[config.mk]
export PLATFORM = sky130hd
export DESIGN_NAME = ring_buffer_space_manager
export DESIGN_NICKNAME = d
export VERILOG_FILES = /design/src/hw/rtl/rbsm_pkg.sv /design/src/hw/rtl/ring_buffer_space_manager.sv /design/src/hw/rtl/rbsm_csr.sv /design/src/hw/rtl/rbsm_engine.sv
export SDC_FILE = /design/constraint.sdc
export NUM_CORES = 1
export LEC_CHECK = 0
export BUFFER_PORTS_ARGS = -buffer_cell sky130_fd_sc_hd__clkbuf_2
export CORE_MARGIN = 2
export CORE_UTILIZATION = 45
export DETAILED_ROUTE_END_ITERATION = 10
export GPL_TIMING_DRIVEN = 0
export PLACE_DENSITY = 0.59
export SLEW_MARGIN = 10
export SYNTH_ARGS = -nofsm -noshare
export SYNTH_HDL_FRONTEND = slang
export SYNTH_HIERARCHICAL = 1
export SYNTH_SLANG_ARGS = --single-unit
[constraint.sdc]
create_clock -name clock -period 11.31 [get_ports clock]
set_clock_uncertainty 0.2 [all_clocks]
set_input_delay 2.262 -clock clock [delete_from_list [all_inputs] [get_ports clock]]
set_output_delay 2.262 -clock clock [all_outputs]
set_load 0.05 [all_outputs]
[src/hw/rtl/rbsm_pkg.sv]
package rbsm_pkg;

   localparam int unsigned SIZE_W    = 17;
   localparam int unsigned OFFSET_W  = 16;
   localparam int unsigned LENGTH_W  = 20;
   localparam int unsigned ROUND_W   = 21;
   localparam int unsigned ALIGN_W   = 4;
   localparam int unsigned STATUS_W  = 2;

   localparam logic [SIZE_W-1:0]  CAPACITY       = 17'd65536;
   localparam logic [ALIGN_W-1:0] MAX_ALIGN_LOG2 = 4'd8;

   // Register indexes on the configuration port.
   localparam logic CSR_ALIGN_LOG2  = 1'b0;
   localparam logic CSR_BUFFER_SIZE = 1'b1;

   // Request kinds.
   localparam logic ACT_RESERVE = 1'b0;
   localparam logic ACT_RELEASE = 1'b1;

   // Result status codes.
   localparam logic [STATUS_W-1:0] ST_OK        = 2'd0;
   localparam logic [STATUS_W-1:0] ST_TOO_LARGE = 2'd1;
   localparam logic [STATUS_W-1:0] ST_NO_SPACE  = 2'd2;

   typedef struct packed {
      logic [ALIGN_W-1:0] align_log2;
      logic [SIZE_W-1:0]  buffer_size;
   } cfg_type;

   typedef struct packed {
      logic [STATUS_W-1:0] status;
      logic [OFFSET_W-1:0] start_offset;
      logic [SIZE_W-1:0]   granted;
      logic [OFFSET_W-1:0] read_offset;
      logic [SIZE_W-1:0]   unread_count;
      logic                read_ready;
   } result_type;

endpackage

[src/hw/rtl/ring_buffer_space_manager.sv]
// Space manager for a byte ring buffer of up to 65536 bytes. Each request on the
// req_ stream either reserves and commits write space or releases read bytes;
// every request yields exactly one response on the rsp_ stream, in order. A
// request is registered on entry and resolved once the response register is free
// or drains; the pointer update and the response are computed in one pass and
// the response is registered. One request is taken every cycle as long as
// responses are taken. Write the alignment and size registers on the
// csr_ port only while no request is outstanding.
module ring_buffer_space_manager
   import rbsm_pkg::*;
(
   input  logic              clock,
   input  logic              reset,
   // Request stream.
   input  logic              req_tvalid,
   output logic              req_tready,
   input  logic [23:0]       req_tdata,  // [19:0] length, rest zero
   input  logic [0:0]        req_tuser,  // [0] action
   // Response stream.
   output logic              rsp_tvalid,
   input  logic              rsp_tready,
   output logic [71:0]       rsp_tdata,  // [15:0] start_offset, [32:16] granted,
                                         // [48:33] read_offset, [65:49] unread_count,
                                         // [66] read_ready, rest zero
   output logic [1:0]        rsp_tuser,  // [1:0] status
   // Configuration writes.
   input  logic              csr_valid,
   output logic              csr_ready,
   input  logic              csr_index,
   input  logic [SIZE_W-1:0] csr_data
);

   cfg_type    cfg;
   result_type result;

   logic                in_valid_ff;
   logic                in_action_ff;
   logic [LENGTH_W-1:0] in_length_ff;
   logic                out_valid_ff;
   result_type          out_result_ff;
   logic                advance;

   rbsm_csr u_csr (
      .clock     (clock),
      .reset     (reset),
      .csr_valid (csr_valid),
      .csr_ready (csr_ready),
      .csr_index (csr_index),
      .csr_data  (csr_data),
      .cfg       (cfg)
   );

   rbsm_engine u_engine (
      .clock  (clock),
      .reset  (reset),
      .cfg    (cfg),
      .step   (advance),
      .action (in_action_ff),
      .length (in_length_ff),
      .result (result)
   );

   // The held request resolves whenever the response register is free or drains.
   assign advance    = in_valid_ff && (!out_valid_ff || rsp_tready);
   assign req_tready = !in_valid_ff || advance;

   always_ff @(posedge clock) begin
      if (reset) begin
         in_valid_ff  <= 1'b0;
         out_valid_ff <= 1'b0;
      end else begin
         if (req_tready) begin
            in_valid_ff <= req_tvalid;
         end
         if (advance) begin
            out_valid_ff <= 1'b1;
         end else if (rsp_tready) begin
            out_valid_ff <= 1'b0;
         end
      end
   end

   always_ff @(posedge clock) begin
      if (req_tready && req_tvalid) begin
         in_action_ff <= req_tuser[0];
         in_length_ff <= req_tdata[LENGTH_W-1:0];
      end
      if (advance) begin
         out_result_ff <= result;
      end
   end

   assign rsp_tvalid = out_valid_ff;
   assign rsp_tuser  = out_result_ff.status;
   assign rsp_tdata  = {5'b0,
                        out_result_ff.read_ready,
                        out_result_ff.unread_count,
                        out_result_ff.read_offset,
                        out_result_ff.granted,
                        out_result_ff.start_offset};

endmodule

[src/hw/rtl/rbsm_csr.sv]
module rbsm_csr
   import rbsm_pkg::*;
(
   input  logic              clock,
   input  logic              reset,
   input  logic              csr_valid,
   output logic              csr_ready,
   input  logic              csr_index,
   input  logic [SIZE_W-1:0] csr_data,
   output cfg_type           cfg
);

   logic [ALIGN_W-1:0] align_log2_ff;
   logic [SIZE_W-1:0]  buffer_size_ff;

   assign csr_ready = 1'b1;

   always_ff @(posedge clock) begin
      if (reset) begin
         align_log2_ff  <= '0;
         buffer_size_ff <= CAPACITY;
      end else if (csr_valid) begin
         unique case (csr_index)
            CSR_ALIGN_LOG2:  align_log2_ff  <= csr_data[ALIGN_W-1:0];
            CSR_BUFFER_SIZE: buffer_size_ff <= csr_data;
            default: ;
         endcase
      end
   end

   assign cfg.align_log2  = align_log2_ff;
   assign cfg.buffer_size = buffer_size_ff;

endmodule

[src/hw/rtl/rbsm_engine.sv]
module rbsm_engine
   import rbsm_pkg::*;
(
   input  logic                clock,
   input  logic                reset,
   input  cfg_type             cfg,
   input  logic                step,
   input  logic                action,
   input  logic [LENGTH_W-1:0] length,
   output result_type          result
);

   logic [OFFSET_W-1:0] write_offset_ff, write_offset_in;
   logic [OFFSET_W-1:0] read_position_ff, read_position_in;
   logic [SIZE_W-1:0]   unread_bytes_ff, unread_bytes_in;

   logic [ALIGN_W-1:0]  shift;
   logic [ROUND_W-1:0]  mask;
   logic [ROUND_W-1:0]  len_r;
   logic [SIZE_W-1:0]   size;
   logic [SIZE_W-1:0]   free_b;
   logic [SIZE_W-1:0]   left;
   logic [SIZE_W-1:0]   wr_amount;
   logic [SIZE_W-1:0]   wr_sum;
   logic [SIZE_W-1:0]   rd_amount;
   logic [SIZE_W:0]     rd_sum;
   logic [STATUS_W-1:0] wr_status;

   always_comb begin
      shift = (cfg.align_log2 > MAX_ALIGN_LOG2) ? MAX_ALIGN_LOG2 : cfg.align_log2;
      mask  = (ROUND_W'(1) << shift) - ROUND_W'(1);
      len_r = (ROUND_W'(length) + mask) & ~mask;
      size  = (cfg.buffer_size > CAPACITY) ? CAPACITY : cfg.buffer_size;

      free_b = (size > unread_bytes_ff) ? size - unread_bytes_ff : '0;
      left   = (SIZE_W'(write_offset_ff) < size) ? size - SIZE_W'(write_offset_ff) : '0;

      // Write side: a rejected reservation grants nothing.
      wr_amount = '0;
      if (len_r > ROUND_W'(size)) begin
         wr_status = ST_TOO_LARGE;
      end else if (len_r > ROUND_W'(free_b)) begin
         wr_status = ST_NO_SPACE;
      end else begin
         wr_status = ST_OK;
         wr_amount = (len_r < ROUND_W'(left)) ? len_r[SIZE_W-1:0] : left;
      end
      wr_sum = SIZE_W'(write_offset_ff) + wr_amount;

      // Read side: the release never exceeds what is unread.
      rd_amount = (len_r < ROUND_W'(unread_bytes_ff)) ? len_r[SIZE_W-1:0] : unread_bytes_ff;
      rd_sum    = (SIZE_W+1)'(read_position_ff) + (SIZE_W+1)'(rd_amount);

      write_offset_in  = write_offset_ff;
      read_position_in = read_position_ff;
      unread_bytes_in  = unread_bytes_ff;
      result.status    = ST_OK;
      if (action == ACT_RESERVE) begin
         result.status       = wr_status;
         result.start_offset = write_offset_ff;
         result.granted      = wr_amount;
         if (wr_status == ST_OK) begin
            write_offset_in = (wr_sum >= size) ? '0 : wr_sum[OFFSET_W-1:0];
            unread_bytes_in = unread_bytes_ff + wr_amount;
         end
      end else begin
         result.start_offset = read_position_ff;
         result.granted      = rd_amount;
         read_position_in    = (rd_sum >= (SIZE_W+1)'(size)) ? '0 : rd_sum[OFFSET_W-1:0];
         unread_bytes_in     = unread_bytes_ff - rd_amount;
      end
      result.read_offset  = read_position_in;
      result.unread_count = unread_bytes_in;
      result.read_ready   = (unread_bytes_in != '0);
   end

   always_ff @(posedge clock) begin
      if (reset) begin
         write_offset_ff  <= '0;
         read_position_ff <= '0;
         unread_bytes_ff  <= '0;
      end else if (step) begin
         write_offset_ff  <= write_offset_in;
         read_position_ff <= read_position_in;
         unread_bytes_ff  <= unread_bytes_in;
      end
   end

endmodule
Word level (Yosys, flattened, before mapping)
Index checks and enable logic that the tools add are counted.
{"block": "word_totals", "reg_bits": 162, "inputBits": 48, "output_inout_bits": 77, "wordCells": 68}
{"block": "classes", "addsub": 8, "n_lt_le_gt_ge": 10, "n_shift": 1, "n_mux": 18, "bitwise_logic": 4, "reduce_logical": 12}
{"op": "two-way mux 17 bit", "count": 9}
{"op": "two-way mux 16 bit", "count": 3}
{"op": "> comparator 21 x 17 -> 1 bit", "count": 2}
{"op": "less-than comparator 21 x 17 -> 1 bit", "count": 2}
{"op": "subtractor 17 bit", "count": 2}
{"op": "two-way mux 33 bit", "count": 1}
{"op": "adder 20 x 21 -> 21 bit", "count": 1}
{"op": "AND 21 bit", "count": 1}
{"op": "NOT 21 bit", "count": 1}
{"op": "<< shifter 1 x 4 -> 21 bit (first input constant)", "count": 1}
{"op": "subtractor 21 x 2 -> 21 bit (second input constant)", "count": 1}
{"op": "adder 16 x 17 -> 18 bit", "count": 1}
{"op": "greater-or-equal comparator 18 x 17 -> 1 bit", "count": 1}
{"op": "adder 16 x 17 -> 17 bit", "count": 1}
{"op": "adder 17 bit", "count": 1}
{"op": "greater-or-equal comparator 17 bit", "count": 1}
{"op": "> comparator 17 bit", "count": 1}
{"op": "> comparator 17 bit (second input constant)", "count": 1}
{"op": "less-than comparator 16 x 17 -> 1 bit", "count": 1}
{"op": "nonzero test 17 bit", "count": 1}
{"op": "subtractor 17 x 16 -> 17 bit", "count": 1}
{"op": "> comparator 4 bit (second input constant)", "count": 1}
{"op": "two-way mux 2 bit", "count": 2}
{"op": "two-way mux 4 bit", "count": 1}
{"op": "other kinds (9)", "count": 15}

Logic depth before layout (Yosys ltp)
{"block": "logic_depth", "ltp_word": 14, "mapped_depth": 53, "mapped_depth_nobuf": 47}

Hierarchy
The synthesis kept the hierarchy.
{"module": "rbsm_engine", "n_inst": 1, "cells_each": 1510, "area_per_inst_um2": 11164.5, "seq_area_each_um2": 980.9}
{"module": "ring_buffer_space_manager", "n_inst": 1, "cells_each": 106, "area_per_inst_um2": 2847.7, "seq_area_each_um2": 2742.6}
{"module": "rbsm_csr", "n_inst": 1, "cells_each": 94, "area_per_inst_um2": 982.2, "seq_area_each_um2": 420.4}

Least setup slack after synthesis
OpenSTA, ideal clock, no wires.
{"block": "synth_timing", "path_type": "reg-to-reg", "start": "register u_csr.buffer_size_ff[16]", "end": "register u_engine.write_offset_ff[0]", "setup_time_ps": 65, "arrival_ps": 9625, "required_time_ps": 11045, "setup_slack_ps": 1420, "path_stages_with_launch": 48, "path_buffers": 5, "period_less_slack_ps": 9890, "path_cell_list": "dfxtp_1 > clkinv_1 > nand2_1 > inv_1 > ha_1 > nor2b_1 > o21ai_0 > a21boi_0 > o21a_1 > o21ai_0 > a21o_1 > a31o_2 > o311ai_0 > o21a_1 > o21ai_0 > a21oi_1 > clkbuf_1 > nand2_1 > [... 12 more ...] > ha_1 > a21o_1 > a21oi_1 > o21bai_1 > a21oi_1 > o21bai_1 > a41o_1 > o41ai_1 > xnor2_1 > ha_1 > a2111oi_0 > nor2b_1 > a311o_1 > a21oi_1 > o2111a_1 > buf_2 > a22oi_1 > nor2_1"}
{"block": "synth_between", "elab_chain_cells": 11, "word_cells_on_any_way": 21, "classes_between": "add/sub: 3; order compare: 7; mux: 9; reduce/logical: 2"}
{"element": "start, declared", "line_no": "rbsm_csr.sv:14", "rtl": "logic [SIZE_W-1:0] buffer_size_ff;"}
{"element": "start signal, assigned", "line_no": "rbsm_csr.sv:25", "rtl": "CSR_BUFFER_SIZE: buffer_size_ff <= csr_data;"}
{"element": "> comparator 17 bit", "line_no": "rbsm_engine.sv:33", "rtl": "size = (cfg.buffer_size > CAPACITY) ? CAPACITY : cfg.buffer_size;"}
{"element": "two-way mux 17 bit (*)", "line_no": "rbsm_engine.sv:33"}
{"element": "subtractor 17 x 16 -> 17 bit / less-than comparator 16 x 17 -> 1 bit (equally long branches)", "line_no": "rbsm_engine.sv:36", "rtl": "left = (SIZE_W'(write_offset_ff) < size) ? size - SIZE_W'(write_offset_ff) : '0;"}
{"element": "two-way mux 17 bit", "line_no": "rbsm_engine.sv:36"}
{"element": "less-than comparator 21 x 17 -> 1 bit", "line_no": "rbsm_engine.sv:46", "rtl": "wr_amount = (len_r < ROUND_W'(left)) ? len_r[SIZE_W-1:0] : left;"}
{"element": "two-way mux 17 bit", "line_no": "rbsm_engine.sv:46"}
{"element": "two-way mux 17 bit", "line_no": "rbsm_engine.sv:42", "rtl": "end else if (len_r > ROUND_W'(free_b)) begin"}
{"element": "two-way mux 17 bit", "line_no": "rbsm_engine.sv:40", "rtl": "if (len_r > ROUND_W'(size)) begin"}
{"element": "adder 16 x 17 -> 17 bit", "line_no": "rbsm_engine.sv:48", "rtl": "wr_sum = SIZE_W'(write_offset_ff) + wr_amount;"}
{"element": "greater-or-equal comparator 17 bit", "line_no": "rbsm_engine.sv:63", "rtl": "write_offset_in = (wr_sum >= size) ? '0 : wr_sum[OFFSET_W-1:0];"}
{"element": "two-way mux 16 bit", "line_no": "rbsm_engine.sv:63"}
{"element": "end signal, assigned", "line_no": "rbsm_engine.sv:83", "rtl": "write_offset_ff <= write_offset_in;"}
{"element": "end, declared", "line_no": "rbsm_engine.sv:13", "rtl": "logic [OFFSET_W-1:0] write_offset_ff, write_offset_in;"}
Every way passes the cells marked *; elsewhere a longest branch is shown, timed or not.
A chain may end at the register's enable or synchronous reset.

Worst setup path in the final report
{"block": "layout_timing", "start": "register u_csr.buffer_size_ff[16]", "end": "register u_engine.write_offset_ff[6]"}
Same word-level chain as after synthesis.

==> results.sh <==
export IMPL_synthArstFlopShare_pct=0
export IMPL_ir_drop_mv=0.1255
export IMPL_cp_max_fo=11
export IMPL_n_fill_cell=3168
export IMPL_slowest_stage="dfxtp_4"
export IMPL_synthCells=1710
export IMPL_antenna_found_initial=0
export IMPL_arrival_ns=11.15
export IMPL_clock_sink_count=162
export IMPL_required_ns=11.50
export IMPL_vias_per_cell=5.874
export IMPL_ys_seq_area_share_pct=27.64
export IMPL_ant_nets=0
export IMPL_globalplace_congestion=0.9583
export IMPL_htree_num_levels=4
export IMPL_slowest_delay_ns=0.43
export IMPL_fp_dieArea_sq_um=34800
export IMPL_finalWorstSetupSlack_ns=0.3505
export IMPL_firstDrtPassIters=5
export IMPL_num_vias=13617
export IMPL_hold_end="u_engine/write_offset_ff[15]"
export IMPL_drt_total_wl_um=49000
export IMPL_root_buffer="clkbuf_16"
export IMPL_critical_path_class="flip-flop to flip-flop"
export IMPL_hold_violations=0
export IMPL_outcome="complete, no violations"
export IMPL_hp_start="u_engine/write_offset_ff[15]"
export IMPL_row_count=66
export IMPL_cp_end_kind="flip-flop"
export IMPL_ctsLongestPathBuffers=2
export IMPL_ys_ff_latch=162
export IMPL_max_freq_ghz=0.09125
export IMPL_synth_area_sq_um=14990
export IMPL_crit_top_cell="a21o_1"
export IMPL_setup_viol=0
export IMPL_drtIter0Drc=1098
export IMPL_dieHeight_um=186.5
export IMPL_synth_edf_count=90
export IMPL_finalCritPeriodShare_pct=96.90
export IMPL_start_kind="flip-flop"
export IMPL_worstRegToRegCells=42
export IMPL_grt_pass1_vias=12681
export IMPL_cts_hold_buf=0
export IMPL_avgRoutedWirePerCell_um=21.14
export IMPL_n_antenna_cell=0
export IMPL_powerDensity_nw_per_um2=145.2
export IMPL_final_cell_mix="ha_1 (220), nor2_1 (136), nand2_1 (126)"
export IMPL_whs_path_depth=2
export IMPL_worst_pin_slew_ns=1.220
export IMPL_die_w_um=186.5
export IMPL_leakage_nw=7.597
export IMPL_maxSlewViolCount=0
export IMPL_ioPinCount=125
export IMPL_drc_errors=0
export IMPL_hold_ws_ns=0.2815
export IMPL_relSlewSlack_pct=18.02
export IMPL_syn_avg_cell_area_sq_um=8.769
export IMPL_timing_rr_start="u_csr/buffer_size_ff[16]"
export IMPL_port_buffers=112
export IMPL_clk_pin_slew_ns=0.07
export IMPL_grt_ovfl_total=0
export IMPL_clkLatencyLatePin_ns=0.47
export IMPL_grt_first_pass_wirelength_um=74510
export IMPL_core_area_sq_um=32700
export IMPL_hold_class="flip-flop to flip-flop"
export IMPL_ys_types=88
export IMPL_post_dp_hpwl_um=38860
export IMPL_start_util_pct=45.85
export IMPL_area_growth_pct=13.53
export IMPL_tritoncts="built"
export IMPL_fin_nets=2138
export IMPL_yosysWarnings=6
export IMPL_cts_buffers=17
export IMPL_dp_worst_setup_slack_ns=-1.723
export IMPL_maxCapViolCount=0
export IMPL_reg2reg_slack_ns=0.35
export IMPL_drive_gt1_share_pct=14.39
export IMPL_grt_max_degree=60
export IMPL_synth_ff_type="edfxtp_1"
export IMPL_grt_usage_pct=27.96
export IMPL_power_total_mw=2.471
export IMPL_final_common_cell="ha_1"
export IMPL_r2r_end="u_engine/write_offset_ff[6]"
export IMPL_min_period_ns=10.96
layer usage:
metal / share of wire, % / global-route usage [%]
met5: 0 / 0
met4: 3.3 / 11.14
met3: 5.6 / 3.686
met2: 45 / 44.29
met1: 46 / 38.66
per-stage QoR:
step | cell area (sq um) | TNS (ns) | util, % | cells
6_report | 17020 | 0 | 52.06 | 2318
5_1_grt | 17020 | -0.009027 | 52.06 | 2318
2_1_floorplan | 15050 | 0 | - | 1725
3_5_place_dp | 16200 | -45.25 | 49.53 | 2280
3_3_place_gp | 16160 | -44.99 | 49.43 | 2279
4_1_cts | 16880 | 0 | 51.63 | 2313
kinds of logic after synthesis:
logic type	synth area share (%)
AND/OR/NAND/NOR	16.64
AO/OA/AOI/OAI	22.25
adder cells (fa/ha/maj)	19.29
buffers and inverters	5.365
flip-flops	27.64
XOR/XNOR	4.907
multiplexers	3.838
other	0.07509
timing repair:
action	CTS	global route
endpoints found under the setup margin	53	50
pin swaps	1	3
setup buffers	1	7
resized for setup	36	39
final cells by class:
class / count / area [sq um] / area share (%)
Timing Repair Buffer: 121 / 648.1 / 3.807
Clock inverter: 12 / 97.59 / 0.5733
Tap cell: 442 / 553.0 / 3.249
Buffer: 56 / 329.1 / 1.933
Inverter: 131 / 500.5 / 2.940
Multi-Input combinational cell: 1374 / 10310 / 60.56
Sequential cell: 162 / 4149 / 24.37
Clock buffer: 20 / 436.7 / 2.565
flip-flops by register name, indices dropped and copies added, names as in the netlist:
register	flops
u_csr/buffer_size_ff	17
in_valid_ff	1
u_csr/align_log2_ff	4
u_engine/read_position_ff	16
u_engine/write_offset_ff	16
rsp_tdata	67
rsp_tuser	2
in_action_ff	1
rsp_tvalid	1
in_length_ff	20
u_engine/unread_bytes_ff	17
critical path, delay by kind of cell, from the launching register on:
family / cells / cell delay [ns]
flops: 1 / 0.43
xor+xnor: 1 / 0.24
simple gates: 8 / 1.60
compound gates: 22 / 5.33
fa+ha+maj: 4 / 1.32
buf+inv: 7 / 1.73
cell usage after synthesis (9+ instances only):
cell / instances / share of area [%]
nor3_1: 30 / 1.0
inv_1: 128 / 3.2
nand2_1: 132 / 3.3
a211oi_1: 16 / 0.80
nor4_1: 14 / 0.58
o211ai_1: 11 / 0.55
buf_1: 9 / 0.23
dfxtp_1: 72 / 9.6
and2_1: 9 / 0.38
edfxtp_1: 90 / 18
clkbuf_1: 27 / 0.68
or2_2: 10 / 0.42
a31oi_1: 20 / 0.83
a22oi_1: 15 / 0.75
mux2i_1: 44 / 2.9
nand3_1: 47 / 1.6
xnor2_1: 53 / 3.1
a21o_1: 48 / 2.4
nand4_1: 13 / 0.54
o21ai_0: 90 / 3.0
and3_1: 11 / 0.46
a22o_1: 17 / 0.99
a32o_1: 14 / 0.93
mux2_2: 9 / 0.68
xor2_1: 31 / 1.8
o21bai_1: 15 / 0.75
o31ai_1: 11 / 0.55
ha_1: 220 / 18
nor2b_1: 23 / 0.96
o21a_1: 15 / 0.75
a21oi_1: 126 / 4.2
nand2b_1: 34 / 1.4
nor2_1: 139 / 3.5
worst max-delay path by stage:
stage | cells past startpoint | endpoint | slack (ns) | from
floorplan | 47 | u_engine/write_offset_ff[0] | 1.42 | u_csr/buffer_size_ff[16]
global placement | 45 | u_engine/write_offset_ff[5] | -1.71 | u_csr/buffer_size_ff[16]
detailed placement | 46 | u_engine/write_offset_ff[1] | -1.72 | u_csr/buffer_size_ff[16]
CTS | 50 | u_engine/write_offset_ff[5] | 0.09 | u_csr/buffer_size_ff[16]
global route | 49 | u_engine/write_offset_ff[1] | -0.005 | u_csr/buffer_size_ff[3]
finish | 42 | u_engine/write_offset_ff[6] | 0.35 | u_csr/buffer_size_ff[16]
report_power, final:
part,switching [mW],internal [mW]
sequential,0.0268,0.665
clock,0.267,0.284
combinational,0.765,0.463
Power figures use the tool's default switching activity.
